===== src/sv/gsri_pkg.sv =====
`timescale 1ns / 1ps
package gsri_pkg;

  localparam logic OP_READ  = 1'b0;
  localparam logic OP_WRITE = 1'b1;

  localparam logic [1:0] ADDR_DATA   = 2'd0;
  localparam logic [1:0] ADDR_DIR    = 2'd1;
  localparam logic [1:0] ADDR_ENABLE = 2'd2;

  localparam logic [3:0] CMD_DIRECT_NIBBLE = 4'h6;

  localparam logic [2:0] REG_CONTROL  = 3'd1;
  localparam logic [2:0] REG_DATETIME = 3'd2;
  localparam logic [2:0] REG_TIME     = 3'd3;
  localparam logic [2:0] REG_IRQ      = 3'd6;

  localparam logic [2:0] LEN_CONTROL  = 3'd1;
  localparam logic [2:0] LEN_DATETIME = 3'd7;
  localparam logic [2:0] LEN_TIME     = 3'd3;

  localparam logic [2:0] LAST_BYTE = 3'd7;

  typedef struct packed {
    logic [2:0] pin_data;
    logic [3:0] pin_direction;
    logic       port_enable;
    logic       transfer_active;
    logic       reading;
    logic [7:0] command_shift;
    logic [2:0] command_bit_count;
    logic [2:0] register_length;
    logic [2:0] byte_index;
    logic [2:0] out_bit_index;
  } state_t;

  localparam state_t STATE_RESET = '{
    pin_data:          3'd0,
    pin_direction:     4'd0,
    port_enable:       1'b1,
    transfer_active:   1'b0,
    reading:           1'b0,
    command_shift:     8'd0,
    command_bit_count: 3'd0,
    register_length:   3'd0,
    byte_index:        3'd0,
    out_bit_index:     3'd0
  };

  typedef struct packed {
    logic       op;
    logic [1:0] addr;
    logic [3:0] wdata;
    logic [7:0] year_bcd;
    logic [4:0] month_bcd;
    logic [5:0] day_bcd;
    logic [2:0] weekday_bcd;
    logic [5:0] hour_bcd;
    logic [6:0] minute_bcd;
    logic [6:0] second_bcd;
  } item_t;

  typedef struct packed {
    logic [3:0] rdata;
    logic       irq;
  } result_t;

  function automatic logic [7:0] rev8(input logic [7:0] v);
    logic [7:0] r;
    for (int i = 0; i < 8; i++) begin
      r[7 - i] = v[i];
    end
    return r;
  endfunction

endpackage


===== src/sv/gsri_step.sv =====
`timescale 1ns / 1ps
module gsri_step (
  input  gsri_pkg::state_t  cur,
  input  gsri_pkg::item_t   item,
  input  logic [7:0]        rtc_control,
  output gsri_pkg::state_t  nxt,
  output gsri_pkg::result_t res
);
  import gsri_pkg::*;

  logic [2:0] prev;
  logic [2:0] dir_mask;
  logic [7:0] shifted;
  logic [7:0] cmd;
  logic [2:0] code;
  logic [7:0] date_byte;
  logic       sio;

  // field of the date/time stream selected by the byte counter
  always_comb begin
    unique case (cur.byte_index)
      3'd0:    date_byte = item.year_bcd;
      3'd1:    date_byte = {3'b000, item.month_bcd};
      3'd2:    date_byte = {2'b00, item.day_bcd};
      3'd3:    date_byte = {5'b00000, item.weekday_bcd};
      3'd4:    date_byte = {2'b00, item.hour_bcd};
      3'd5:    date_byte = {1'b0, item.minute_bcd};
      3'd6:    date_byte = {1'b0, item.second_bcd};
      default: date_byte = 8'd0;
    endcase
  end

  always_comb begin
    nxt      = cur;
    res      = '0;
    prev     = cur.pin_data;
    dir_mask = cur.pin_direction[2:0];
    shifted  = cur.command_shift;
    shifted[cur.command_bit_count] = 1'b0;
    cmd      = 8'd0;
    code     = 3'd0;
    sio      = 1'b0;

    if (item.op == OP_READ) begin
      if (cur.port_enable) begin
        unique case (item.addr)
          ADDR_DATA:   res.rdata = {1'b0, cur.pin_data & ~dir_mask};
          ADDR_DIR:    res.rdata = cur.pin_direction;
          ADDR_ENABLE: res.rdata = {3'b000, cur.port_enable};
          default:     res.rdata = 4'd0;
        endcase
      end
    end else begin
      unique case (item.addr)
        ADDR_DATA:   nxt.pin_data = (cur.pin_data & ~dir_mask) | (item.wdata[2:0] & dir_mask);
        ADDR_DIR:    nxt.pin_direction = item.wdata;
        ADDR_ENABLE: nxt.port_enable = item.wdata[0];
        default:     nxt.pin_data = cur.pin_data;
      endcase

      if (nxt.pin_data[0] && nxt.pin_data[2]) begin
        nxt.transfer_active = 1'b1;
      end

      if (nxt.transfer_active) begin
        // sck rising edge
        if (!prev[0] && nxt.pin_data[0]) begin
          if (cur.reading) begin
            if (cur.register_length == LEN_CONTROL) begin
              sio = rtc_control[cur.out_bit_index];
              nxt.pin_data[1] = sio;
            end else if (cur.register_length == LEN_DATETIME) begin
              sio = date_byte[cur.out_bit_index];
              nxt.pin_data[1] = sio;
            end
            nxt.out_bit_index = cur.out_bit_index + 3'd1;
            if (cur.out_bit_index == 3'd7 && cur.byte_index != LAST_BYTE) begin
              nxt.byte_index = cur.byte_index + 3'd1;
            end
          end else begin
            shifted[cur.command_bit_count] = nxt.pin_data[1];
            nxt.command_shift     = shifted;
            nxt.command_bit_count = cur.command_bit_count + 3'd1;
            if (cur.command_bit_count == 3'd7) begin
              // full command byte: decode it
              cmd  = (shifted[7:4] != CMD_DIRECT_NIBBLE) ? rev8(shifted) : shifted;
              code = cmd[3:1];
              nxt.command_shift = 8'd0;
              if (cmd[0]) begin
                nxt.reading    = 1'b1;
                nxt.byte_index = 3'd0;
              end
              if (code == REG_CONTROL) begin
                nxt.register_length = LEN_CONTROL;
              end else if (cmd[0] && code == REG_DATETIME) begin
                nxt.register_length = LEN_DATETIME;
              end else if (cmd[0] && code == REG_TIME) begin
                nxt.register_length = LEN_TIME;
              end else if (code == REG_IRQ) begin
                res.irq = 1'b1;
              end
            end
          end
        end
        // cs falling edge closes the transfer
        if (prev[2] && !nxt.pin_data[2]) begin
          nxt.transfer_active = 1'b0;
          nxt.reading         = 1'b0;
        end
      end
    end
  end

endmodule


===== src/sv/gpio_serial_rtc_interface_core.sv =====
`timescale 1ns / 1ps
// channel  direction  handshake             payload
// in       to core    in_valid / in_stall   op addr wdata year..second_bcd
// out      from core  out_valid / out_stall rdata irq
// cfg      to core    cfg_write             cfg_data (rtc control value)
//
// one access per cycle while out_stall stays low; each access passes through the input
// register and then the result register before the result can transfer
// rst is synchronous: port enabled, pins, direction and command state cleared
// a stalled result holds; the input register still drains into the result
// register when that is free, so in_stall rises only with both stages full
module gpio_serial_rtc_interface_core (
  input  logic       clk,
  input  logic       rst,
  input  logic       cfg_write,
  input  logic [7:0] cfg_data,
  input  logic       in_valid,
  output logic       in_stall,
  input  logic       op,
  input  logic [1:0] addr,
  input  logic [3:0] wdata,
  input  logic [7:0] year_bcd,
  input  logic [4:0] month_bcd,
  input  logic [5:0] day_bcd,
  input  logic [2:0] weekday_bcd,
  input  logic [5:0] hour_bcd,
  input  logic [6:0] minute_bcd,
  input  logic [6:0] second_bcd,
  output logic       out_valid,
  input  logic       out_stall,
  output logic [3:0] rdata,
  output logic       irq
);
  import gsri_pkg::*;

  logic [7:0] rtc_control;
  state_t     state;
  state_t     state_next;
  item_t      stage;
  logic       stage_valid;
  result_t    res_next;
  logic       advance;
  logic       accept;

  assign advance  = stage_valid && (!out_valid || !out_stall);
  assign in_stall = stage_valid && !advance;
  assign accept   = in_valid && !in_stall;

  gsri_step u_step (
    .cur         (state),
    .item        (stage),
    .rtc_control (rtc_control),
    .nxt         (state_next),
    .res         (res_next)
  );

  always_ff @(posedge clk) begin
    if (rst) begin
      rtc_control <= 8'd0;
    end else if (cfg_write) begin
      rtc_control <= cfg_data;
    end
  end

  always_ff @(posedge clk) begin
    if (rst) begin
      stage_valid <= 1'b0;
    end else if (accept) begin
      stage_valid <= 1'b1;
    end else if (advance) begin
      stage_valid <= 1'b0;
    end
  end

  always_ff @(posedge clk) begin
    if (accept) begin
      stage <= '{op: op, addr: addr, wdata: wdata, year_bcd: year_bcd,
                 month_bcd: month_bcd, day_bcd: day_bcd, weekday_bcd: weekday_bcd,
                 hour_bcd: hour_bcd, minute_bcd: minute_bcd, second_bcd: second_bcd};
    end
  end

  always_ff @(posedge clk) begin
    if (rst) begin
      state <= STATE_RESET;
    end else if (advance) begin
      state <= state_next;
    end
  end

  always_ff @(posedge clk) begin
    if (rst) begin
      out_valid <= 1'b0;
    end else if (advance) begin
      out_valid <= 1'b1;
    end else if (!out_stall) begin
      out_valid <= 1'b0;
    end
  end

  always_ff @(posedge clk) begin
    if (advance) begin
      rdata <= res_next.rdata;
      irq   <= res_next.irq;
    end
  end

endmodule


===== config.mk =====
export PLATFORM = sky130hd
export DESIGN_NAME = gpio_serial_rtc_interface_core
export DESIGN_NICKNAME = d
export VERILOG_FILES = /design/src/sv/gsri_pkg.sv /design/src/sv/gsri_step.sv /design/src/sv/gpio_serial_rtc_interface_core.sv
export SDC_FILE = /design/constraint.sdc
export NUM_CORES = 1
export LEC_CHECK = 0
export ABC_AREA = 0
export BUFFER_PORTS_ARGS = -buffer_cell sky130_fd_sc_hd__buf_4
export CAP_MARGIN = 15
export CORE_ASPECT_RATIO = 0.7
export CORE_MARGIN = 2
export CORE_UTILIZATION = 45
export CTS_BUF_LIST = sky130_fd_sc_hd__clkbuf_4 sky130_fd_sc_hd__clkbuf_8 sky130_fd_sc_hd__clkbuf_16
export DETAILED_ROUTE_END_ITERATION = 7
export PLACE_DENSITY = 0.66
export SLEW_MARGIN = 20
export SYNTH_ARGS = -nofsm -noshare
export SYNTH_HDL_FRONTEND = slang
export SYNTH_SLANG_ARGS = --single-unit

===== constraint.sdc =====
create_clock -name clk -period 4.5 [get_ports clk]
set_input_delay 1.35 -clock clk [delete_from_list [all_inputs] [get_ports clk]]
set_output_delay 1.35 -clock clk [all_outputs]
set_load 0.05 [all_outputs]

# After elaboration in Yosys (flattened, before gate mapping)
# Cells that the tools add are included.
op_classes:
  addsub: 3
  order_cmp: 3
  eq_ne: 20
  n_mux: 38
  n_bitwise: 12
  n_reduce_logical: 34
op_table:
  columns: ["op", "n"]
  rows:
  - ["8-bit case mux with 7 select lines", 1]
  - ["3-bit two-way mux", 9]
  - ["22-bit two-way mux", 1]
  - ["3-bit == test (second input constant)", 7]
  - ["21-bit two-way mux", 1]
  - ["1-bit two-way mux", 16]
  - ["15-bit two-way mux", 1]
  - ["7-bit AND reduction", 2]
  - ["3-bit by 2-bit == test with 1-bit output (second input constant)", 4]
  - ["4-bit case mux with 3 select lines", 1]
  - ["1-bit logical AND", 10]
  - ["5-bit AND reduction", 2]
  - ["3-bit by 1-bit adder with 3-bit output (second input constant)", 3]
  - ["3-bit by 1-bit == test with 1-bit output (second input constant)", 3]
  - ["9-bit two-way mux", 1]
  - ["8-bit bitwise AND", 1]
  - ["8-bit bitwise mux", 1]
  - ["3-bit by 4-bit < comparator with 1-bit output (second input constant)", 2]
  - ["8-bit inverter", 1]
  - ["2-bit nonzero test", 4]
  - ["8-bit OR reduction", 1]
  - ["3-bit bitwise AND", 2]
  - ["1-bit binary-select mux with 3-bit select", 2]
  - ["1-bit zero test", 6]
  - ["other kinds (21)", 28]
totals:
  register_bits: 94
  input_bits: 62
  out_inout_bits: 7
  elab_cells: 135

# Longest topological paths before layout
# Gate-level depths: netlist of run 1.
depth:
  word_depth: 19
  mapped_depth: 10
  depth_no_buf: 9

# Cells and area by module
# A second synthesis of run 1 with hierarchy kept.
hier_totals:
  cells_unflattened: 469
  area_unflattened_um2: 5084.9
modules_own_cells:
  columns: ["module", "instances", "cells_each", "area_per_inst_um2", "seq_area_each_um2"]
  rows:
  - ["gpio_serial_rtc_interface_core", 1, 219, 3330.7, 2422.3]
  - ["gsri_step", 1, 250, 1754.2, 0.0]

# Least setup slack after synthesis of run 1
# Ideal clock, no wire load.
synth_timing:
  kind: "input port to flip-flop"
  startpoint: "input out_stall"
  endpoint: "register stage[0] (netlist bit), enable pin"
  setup_time_ps: 461
  t_arrival_ps: 3970
  t_required_ps: 4039
  path_slack_ps: 69
  path_stages: 2
  path_buffers: 0
  path_cell_list: "and3_1 > nor2b_1"
synth_between:
  elab_chain_len: 7
synth_rtl:
  columns: ["item", "line", "source"]
  rows:
  - ["from (decl)", "gpio_serial_rtc_interface_core.sv:30", "input logic out_stall,"]
  - ["1-bit zero test", null, null]
  - ["1-bit logical OR", "gpio_serial_rtc_interface_core.sv:45", "assign advance = stage_valid && (!out_valid || !out_stall);"]
  - ["1-bit logical AND", "gpio_serial_rtc_interface_core.sv:45", null]
  - ["1-bit zero test", "gpio_serial_rtc_interface_core.sv:46", "assign in_stall = stage_valid && !advance;"]
  - ["1-bit logical AND", "gpio_serial_rtc_interface_core.sv:46", null]
  - ["1-bit zero test", "gpio_serial_rtc_interface_core.sv:47", "assign accept = in_valid && !in_stall;"]
  - ["1-bit logical AND", "gpio_serial_rtc_interface_core.sv:47", null]
  - ["named net accept", "gpio_serial_rtc_interface_core.sv:43", "logic accept;"]
  - ["to (signal assigned)", "gpio_serial_rtc_interface_core.sv:77", "stage <= '{op: op, addr: addr, wdata: wdata, year_bcd: year_bcd,"]
  - ["to (decl)", "gpio_serial_rtc_interface_core.sv:39", "item_t stage;"]
# The timed path passes the listed nets, and every way through them passes these cells.
# A chain may end at the register's enable or synchronous reset.

# Worst setup path in the final report of run 1
layout_timing:
  startpoint: "input out_stall"
  endpoint: "output in_stall"
layout_between:
  elab_chain_len: 5
layout_rtl:
  columns: ["item", "line", "source"]
  rows:
  - ["1-bit zero test", null, null]
  - ["1-bit logical OR", "gpio_serial_rtc_interface_core.sv:45", null]
  - ["1-bit logical AND", "gpio_serial_rtc_interface_core.sv:45", null]
  - ["1-bit zero test", "gpio_serial_rtc_interface_core.sv:46", null]
  - ["1-bit logical AND", "gpio_serial_rtc_interface_core.sv:46", null]
  - ["to (decl)", "gpio_serial_rtc_interface_core.sv:18", "output logic in_stall,"]
# No other way between the ends.

==> results.toml, run 1 <==
[setup_path]
reg2reg_from = "stage[46]"
ff2ff_path_depth = 7
required_ps = 3150
crit_family = "buffers and inverters"
crit_path_max_incr_delay_ps = 240
crit_chain = "buf_4, and3_1, buf_4"
crit_path_top_delay_cell = "and3_1"
r2r_end = "irq"
path_buf_inv = 2
crit_type = "in2out"
cp_max_fo = 3
start_kind = "primary input"
r2r_slack_ps = 1490
cp.arrival_ps = 1910
path_common_cell = "buf_4"
cp-end-kind = "output pin"

[logic_synthesis]
syn_nets = 462
synth_top_cell_by_area = "edfxtp_1"
avgSynthCellArea_um2 = 11.3
yosysTopAreaCellShare = 0.368
synthCells = 390
synth_top_flop_cell = "edfxtp_1"
synth-edff-count = 54
async_reset_ff_frac = 0
yosys-top-cells-area = "edfxtp_1, dfxtp_1, mux2i_1"
yosys_warnings = 0
ys_ff_latch = 94
netlist_area_um2 = 4400
synth_cell_type_count = 62
ys_seq_area_frac = 0.550

[drt]
drtAntennaViolNets = 0
drcViolationCount = 0
first_pass_iters = 5
viasPerCell = 5.42
wl_per_cell_um = 15.6
dr.first_iter.drc_count = 279
totalWireLength_um = 9130
num_vias = 3167

[timing]
fin_hold_ws_ps = 480
layout_min_cycle_time_ps = 3260
rsz0062_at_grt = "no"
layout_setup_ws_ps = 1240
fin_tns_setup_ps = 0
setup_viol = 0
final_hold_viol_count = 0
worst_slew_pin_slew_ps = 949
fmax_ghz = 0.307
period_share = 0.723
worst_slew_margin_rel = 0.349
fin_skew_ps = 10.8
drv_slew = 0

[clock_tree]
post_cts_resized = 0
cts_hold_buffers = 0
h-tree-depth = 3
cts.path.max_buffers = 2
path_clk_slew_ps = 60
clkSinkCount = 94
cts_made_buffers = 9
clockRootBuffer = "clkbuf_16"
cts_tree = "yes"
cts_setup_buffers = 0
clock_latency_ps = 350

[layout]
diodes = 0
area_delta_synth_final_pct = 20.3
stdcell_count = 584
layout-drive-gt1-share = 0.235
nets = 523

[floorplanning]
fp.dieH_um = 86.8
core_area_um2 = 9610
dieArea_um2 = 10600
rows = 30
ios = 69
die_w_um = 122
start_util = 0.458

[hold_path]
hold_class = "reg2reg"
min_from = "stage_valid"
hold_end = "out_valid"
min_path_cells = 2

[pwr]
p_int_uw = 1390
irDropWorstVdd_uv = 196
p_clk_frac = 0.411
leakage_uw = 0.00200
swShare = 0.231
netSwitchingPower_uw = 420
seq_power_share = 0.530
p_per_area_nw_per_um2 = 342
total_power_uw = 1810
pwr-share-comb = 0.059

[placed_design]
placed_cells = 568
hpwl_um = 6410
numPortBuffers = 68
pre_cts_ws_ps = 1240
gp_congestion = 0.818

[grt]
grt_usage = 0.186
grt_max_degree = 46
grt_pass1_vias = 3055
grt-ovfl-total = 0
antenna_found_initial = 0
grt_first_pass_wirelength_um = 15100

[run]
maxCapViolCount = 0

[status]
status = "finished, final reports clean"
==> worst min-delay path: stages (launching register included) <==
cell	delay [ps]
dfxtp_1	340
a21oi_1	40
nor2_1	70
==> registers in the layout (all words and copies together), names as in the netlist <==
register,count
irq,1
state,30
out_valid,1
stage_valid,1
rtc_control,8
stage,49
rdata,4
==> cells in the final DEF, fill, tap and decap left out, types with 3 or more instances in the layout <==
cell / Yosys / layout
edfxtp_1: 54 / 54
a21oi_1: 18 / 18
inv_6: 0 / 3
nor3b_1: 6 / 6
ha_1: 10 / 10
or4_1: 3 / 3
dfxtp_1: 40 / 40
inv_1: 11 / 11
nand3b_1: 8 / 8
xor2_1: 3 / 3
nor2b_1: 5 / 4
mux2i_1: 22 / 22
a221oi_1: 3 / 3
o21ai_0: 16 / 16
nor3_1: 12 / 12
a211oi_1: 3 / 3
nor2_1: 39 / 39
and2_1: 3 / 3
mux4_2: 3 / 3
a222oi_1: 7 / 7
nand3_1: 11 / 11
buf_4: 4 / 71
nand2_1: 30 / 30
clkbuf_16: 0 / 9
a22oi_1: 5 / 5
a31oi_1: 5 / 5
nand2b_1: 8 / 8
nor4_1: 3 / 3
==> through the flow <==
step	utilization	area, µm²
after floorplan	-	4400
after global placement	0.520	5000
after detailed placement	0.520	5000
after CTS	0.551	5300
after global routing	0.551	5300
final	0.551	5300
==> power groups by stage <==
stage	combinational (µW)	sequential (µW)	clock [µW]
final	107	961	746
after global routing	117	965	798
after CTS	108	961	767
after detailed placement	108	981	0
after global placement	107	979	0
after floorplan	45.5	983	0
==> synthesized netlist by cell type, types with 2 or more instances <==
cell and instances:
a211o_1 2, a211oi_1 3, a21oi_1 18, a21oi_2 2, a221oi_1 3, a222oi_1 7
a22oi_1 5, a31oi_1 5, and2_1 3, and3_1 2, buf_2 4, buf_4 4
clkbuf_1 12, dfxtp_1 40, edfxtp_1 54, ha_1 10, inv_1 11, mux2_4 2
mux2i_1 22, mux4_2 3, nand2_1 30, nand2b_1 8, nand3_1 11, nand3b_1 8
nor2_1 39, nor2b_1 5, nor3_1 12, nor3b_1 6, nor4_1 3, nor4b_1 2
o21a_1 2, o21ai_0 16, o31ai_1 2, o32ai_1 2, or4_1 3, xor2_1 3
==> metal layers <==
| layer | vias to the layer above | part of all wire | GRT usage |
|---|---|---|---|
| li1 | 1580 | - | - |
| met1 | 1484 | 0.49 | 0.268 |
| met2 | 95 | 0.44 | 0.268 |
| met3 | 8 | 0.058 | 0.0566 |
| met4 | 0 | 0.0095 | 0.0596 |
| met5 | - | 0 | 0 |
==> worst max path at each step <==
stage	from	end	slack, ps	cells past startpoint
floorplan	out_stall	stage[0]	70	2
global placement	out_stall	in_stall	1260	3
detailed placement	out_stall	in_stall	1240	3
CTS	out_stall	in_stall	1240	3
global route	out_stall	in_stall	1220	3
finish	out_stall	in_stall	1240	3
==> cells by family (layout without fill, tap and decap cells) <==
| family | count (synthesis) | in the layout | share of synthesized area |
|---|---|---|---|
| multiplexers | 28 | 28 | 0.0773 |
| buffers and inverters | 32 | 98 | 0.0335 |
| flip-flops | 94 | 94 | 0.550 |
| adder cells (fa/ha/maj) | 10 | 10 | 0.0284 |
| AND/OR/NAND/NOR | 140 | 140 | 0.165 |
| XOR/XNOR | 3 | 3 | 0.00597 |
| AO/OA/AOI/OAI | 83 | 83 | 0.140 |
==> layout make-up <==
type | count | area, µm²
fillers | 830 | 4310
flip-flops and latches | 94 | 2420
multi-input cells | 264 | 1840
repair buffers | 71 | 533
clock buffers | 9 | 225
well taps | 128 | 160
clock inverters | 7 | 73.8
inverters | 11 | 41.3
No activity file was read; power rests on OpenSTA's default activity.
==> run 2, diff against run 1 <==
==> constraint.sdc (replaced) <==
create_clock -name clk -period 3.25 [get_ports clk]
set_input_delay 0.975 -clock clk [delete_from_list [all_inputs] [get_ports clk]]
set_output_delay 0.975 -clock clk [all_outputs]
set_load 0.05 [all_outputs]
==> results.toml, run 2 (synthesis results as in run 1) <==
[layout]
layout-drive-gt1-share = 0.239
diodes = 0
final_common_cell = "buf_4"
area_delta_synth_final_pct = 21.0
nFillCells = 837
layout_common_cells = "buf_4, edfxtp_1, dfxtp_1"
final_util = 0.554
biggestRegsByFlops = "stage (49), state (30), rtc_control (8)"
largest-register = "stage"
largest_reg_flops = 49
stdcell_count = 588
fin_area_um2 = 5330
nets = 527

[placed_design]
gp_congestion = 0.863
place_area_um2 = 5030
placed_cells = 572
pre_cts_ws_ps = 373
numPortBuffers = 68
hpwl_um = 6640

[pwr]
pwr-share-comb = 0.060
p_per_area_nw_per_um2 = 474
p_int_uw = 1980
leakage_uw = 0.00200
p_clk_frac = 0.413
swShare = 0.214
netSwitchingPower_uw = 539
irDropWorstVdd_uv = 302
seq_power_share = 0.527

[grt]
use_met2 = 0.263
top_usage_layer = "met1"
grt_pass1_vias = 3040
grt_use_met3 = 0.0553
grt-ovfl-total = 0
use_met1 = 0.266
grt_first_pass_wirelength_um = 14900
grt_usage = 0.183
grt_max_degree = 50
antenna_found_initial = 0

[clock_tree]
clockRootBuffer = "clkbuf_16"
cts_made_buffers = 9
cts.path.max_buffers = 2
h-tree-depth = 3
clock_latency_ps = 340
clkSinkCount = 94
post_cts_resized = 0
cts_tree = "yes"
cts_hold_buffers = 0
cts_setup_buffers = 0
path_clk_slew_ps = 60

[hold_path]
min_path_cells = 2
hold_class = "reg2reg"

[floorplanning]
die_w_um = 122
dieArea_um2 = 10600
start_util = 0.458
rows = 30
core_area_um2 = 9610
fp.dieH_um = 86.8
ios = 69

[timing]
setup_viol = 0
worst_slew_margin_rel = 0.402
fin_skew_ps = 7.11
fin_tns_setup_ps = 0
final_hold_viol_count = 0
drv_slew = 0
rsz0062_at_grt = "no"
layout_setup_ws_ps = 359
layout_min_cycle_time_ps = 2890
fmax_ghz = 0.346
worst_slew_pin_slew_ps = 872
period_share = 0.890

[run]
maxCapViolCount = 0

[setup_path]
r2r_end = "irq"
crit_path_max_incr_delay_ps = 710
crit_chain = "or3b_4, mux2i_1, or4b_2, o311ai_0, a21o_1, nand3_1, nor4_1"
crit_family = "simple AND/OR/NAND/NOR gates"
crit_cells = 7
endpoint = "irq"
cp_max_fo = 11
reg2reg_from = "stage[47]"
path_buf_inv = 0
r2r_slack_ps = 360
required_ps = 3410
cp.arrival_ps = 3050
cp-end-kind = "flip-flop"
ff2ff_path_depth = 7
crit_path_top_delay_cell = "or4b_2"
start_kind = "flip-flop"
critPathLaunch = "stage[47]"
crit_type = "reg2reg"

[drt]
viasPerCell = 5.43
wl_per_cell_um = 16.0
num_vias = 3190
drcViolationCount = 0
dr.first_iter.drc_count = 216
first_pass_iters = 5
drtAntennaViolNets = 0
totalWireLength_um = 9400

[status]
status = "finished, final reports clean"
[run 2: cell types whose count changed in the layout (fill, tap and decap cells not counted), sizes merged]
cell	delta
buf	+4
bufinv	+1
clkinvlp	+3
inv	-4
[run 2: tightest hold or removal path, delay by kind of cell, from the launching register on]
kind,cells,cell delay [ps]
and+or+nand+nor,1,50
DFF,1,310
AOI/OAI and AO/OA,1,50
[run 2: per-stage QoR]
stage | hold WS, ps | total power (µW)
after detailed placement | 447 | 1510
after CTS | 456 | 2550
final | 458 | 2520
after global placement | 448 | 1500
after floorplan | 436 | 1420
after global routing | 497 | 2630
[run 2: power groups by stage]
stage / registers (µW) / clock network (µW) / logic (µW)
floorplan: 1360 / 0 / 63.3
CTS: 1330 / 1070 / 153
detailed placement: 1360 / 0 / 152
global placement: 1350 / 0 / 150
finish: 1330 / 1040 / 151
global route: 1330 / 1130 / 165
[run 2: final cells by class]
type,instances,area (µm²),area share
repair buffers,75,563,0.106
flip-flops and latches,94,2420,0.455
clock inverters,7,73.8,0.0139
multi-input cells,264,1840,0.346
inverters,11,41.3,0.00775
well taps,128,160,0.0301
clock buffers,9,225,0.0423
[run 2: per-layer routing]
| metal | routed length, µm | up-vias |
|---|---|---|
| met3 | 715 | 10 |
| li1 | - | 1593 |
| met1 | 4630 | 1473 |
| met4 | 96 | 0 |
| met2 | 3960 | 114 |
| met5 | 0 | - |
[run 2: worst min path at each step]
stage              start   endpoint  slack [ps]
2_1_floorplan  state[21]  state[21]         440
3_3_place_gp   state[21]  state[21]         450
3_5_place_dp   state[21]  state[21]         450
4_1_cts        state[21]  state[21]         460
5_1_grt        state[21]  state[21]         500
6_report       state[21]  state[21]         460
==> run 3, diff against run 2 <==
--- a/config.mk
+++ b/config.mk
@@ -6,14 +6,14 @@
 export NUM_CORES = 1
 export LEC_CHECK = 0
 export ABC_AREA = 0
-export BUFFER_PORTS_ARGS = -buffer_cell sky130_fd_sc_hd__buf_4
+export ABC_CLOCK_PERIOD_IN_PS = 3250
 export CAP_MARGIN = 15
 export CORE_ASPECT_RATIO = 0.7
 export CORE_MARGIN = 2
 export CORE_UTILIZATION = 45
 export CTS_BUF_LIST = sky130_fd_sc_hd__clkbuf_4 sky130_fd_sc_hd__clkbuf_8 sky130_fd_sc_hd__clkbuf_16
 export DETAILED_ROUTE_END_ITERATION = 7
-export PLACE_DENSITY = 0.66
+export DONT_BUFFER_PORTS = 1
 export SLEW_MARGIN = 20
 export SYNTH_ARGS = -nofsm -noshare
 export SYNTH_HDL_FRONTEND = slang
==> results.toml, run 3 (synthesis results as in run 1) <==
[status]
status = "finished, final reports clean"

[layout]
final_util = 0.502
layout_common_cells = "edfxtp_1, dfxtp_1, nor2_1"
multi_input_area_um2 = 1840
nets = 461
layout-drive-gt1-share = 0.114
stdcell_count = 522
biggestRegsByFlops = "stage (49), state (30), rtc_control (8)"
largest_reg_flops = 49
nFillCells = 890
area_delta_synth_final_pct = 9.49
largest-register = "stage"
ff_latch_area_um2 = 2420
diodes = 0
final_common_cell = "edfxtp_1"
fin_area_um2 = 4820

[drt]
drtAntennaViolNets = 0
first_pass_iters = 4
wl_per_cell_um = 17.1
viasPerCell = 5.72
totalWireLength_um = 8930
drcViolationCount = 0
dr.first_iter.drc_count = 232
num_vias = 2985

[grt]
grt_pass1_vias = 2731
grt_max_degree = 50
grt_usage = 0.175
antenna_found_initial = 0
grt_first_pass_wirelength_um = 14100
grt-ovfl-total = 0

[floorplanning]
rows = 30
start_util = 0.458
ios = 69
die_w_um = 122
core_area_um2 = 9610
fp.dieH_um = 86.8
dieArea_um2 = 10600

[timing]
final_hold_viol_count = 0
fin_skew_ps = 7.43
layout_min_cycle_time_ps = 2800
worst_slew_margin_rel = 0.501
fin_tns_setup_ps = 0
period_share = 0.862
worst_slew_pin_slew_ps = 728
setup_viol = 0
drv_slew = 0
fmax_ghz = 0.357
rsz0062_at_grt = "no"

[clock_tree]
cts_made_buffers = 9
cts.path.max_buffers = 2
path_clk_slew_ps = 70
clkSinkCount = 94
cts_tree = "yes"
post_cts_resized = 0
cts_hold_buffers = 0
clockRootBuffer = "clkbuf_16"
clock_latency_ps = 350
cts_setup_buffers = 0
h-tree-depth = 3

[setup_path]
r2r_slack_ps = 450
reg2reg_from = "stage[47]"
crit_path_top_delay_cell = "or4b_2"
crit_family = "simple AND/OR/NAND/NOR gates"
required_ps = 3410
start_kind = "flip-flop"
crit_path_max_incr_delay_ps = 690
cp.arrival_ps = 2970
crit_type = "reg2reg"
crit_chain = "or3b_4, mux2i_1, or4b_2, o311ai_0, a21o_1, nand3_1, nor4_1"
path_buf_inv = 0
cp-end-kind = "flip-flop"
r2r_end = "irq"
ff2ff_path_depth = 7
cp_max_fo = 11

[placed_design]
numPortBuffers = 0
placed_cells = 506
gp_congestion = 0.824
hpwl_um = 6280
place_area_um2 = 4530

[hold_path]
min_from = "state[21]"
hold_end = "state[21]"
hold_class = "reg2reg"
min_path_cells = 2

[run]
maxCapViolCount = 0

[pwr]
p_per_area_nw_per_um2 = 503
leakage_uw = 0.00169
irDropWorstVdd_uv = 328
[run 3: through the flow]
stage / total power (µW) / hold slack, ps / setup WS (ps)
4_1_cts: 2450 / 457 / 435
5_1_grt: 2510 / 488 / 257
3_5_place_dp: 1440 / 447 / 449
2_1_floorplan: 1420 / 436 / 121
3_3_place_gp: 1430 / 439 / 523
6_report: 2430 / 457 / 448
[run 3: metal layers]
layer | share of wire | vias to the layer above | routed length (µm) | global-route usage
met5 | 0 | - | 0 | 0
met4 | 0.013 | 0 | 114 | 0.0564
met3 | 0.062 | 13 | 549 | 0.0605
met2 | 0.41 | 75 | 3660 | 0.235
met1 | 0.52 | 1438 | 4610 | 0.261
li1 | - | 1459 | - | -
[run 3: worst max path at each step]
| stage | from | to | slack (ps) | depth (start not counted) |
|---|---|---|---|---|
| 2_1_floorplan | out_stall | stage[0] | 120 | 2 |
| 3_3_place_gp | stage[47] | irq | 520 | 7 |
| 3_5_place_dp | stage[47] | irq | 450 | 7 |
| 4_1_cts | stage[47] | irq | 440 | 7 |
| 5_1_grt | stage[47] | irq | 260 | 7 |
| 6_report | stage[47] | irq | 450 | 7 |
[run 3: power by group]
part	internal, µW	switching, µW	leakage, µW
Clock	536	482	0.000136
Sequential	1310	30.8	0.000851
Combinational	29.0	40.0	0.000698
Total	1870	553	0.00169
[run 3: worst register-to-register path, delay by kind of cell (launching register included)]
family | cells | cell delay (ps)
muxes | 1 | 290
AOI/OAI and AO/OA | 2 | 370
and+or+nand+nor | 4 | 1430
DFF | 1 | 540
[run 3: cell type report]
cell class	count	share of cell area
clock buffer	9	0.0467
clock inverter	7	0.0132
inverter	11	0.00856
multi-input combinational	264	0.382
sequential	94	0.502
tap	128	0.0332
timing repair buffer	9	0.0140
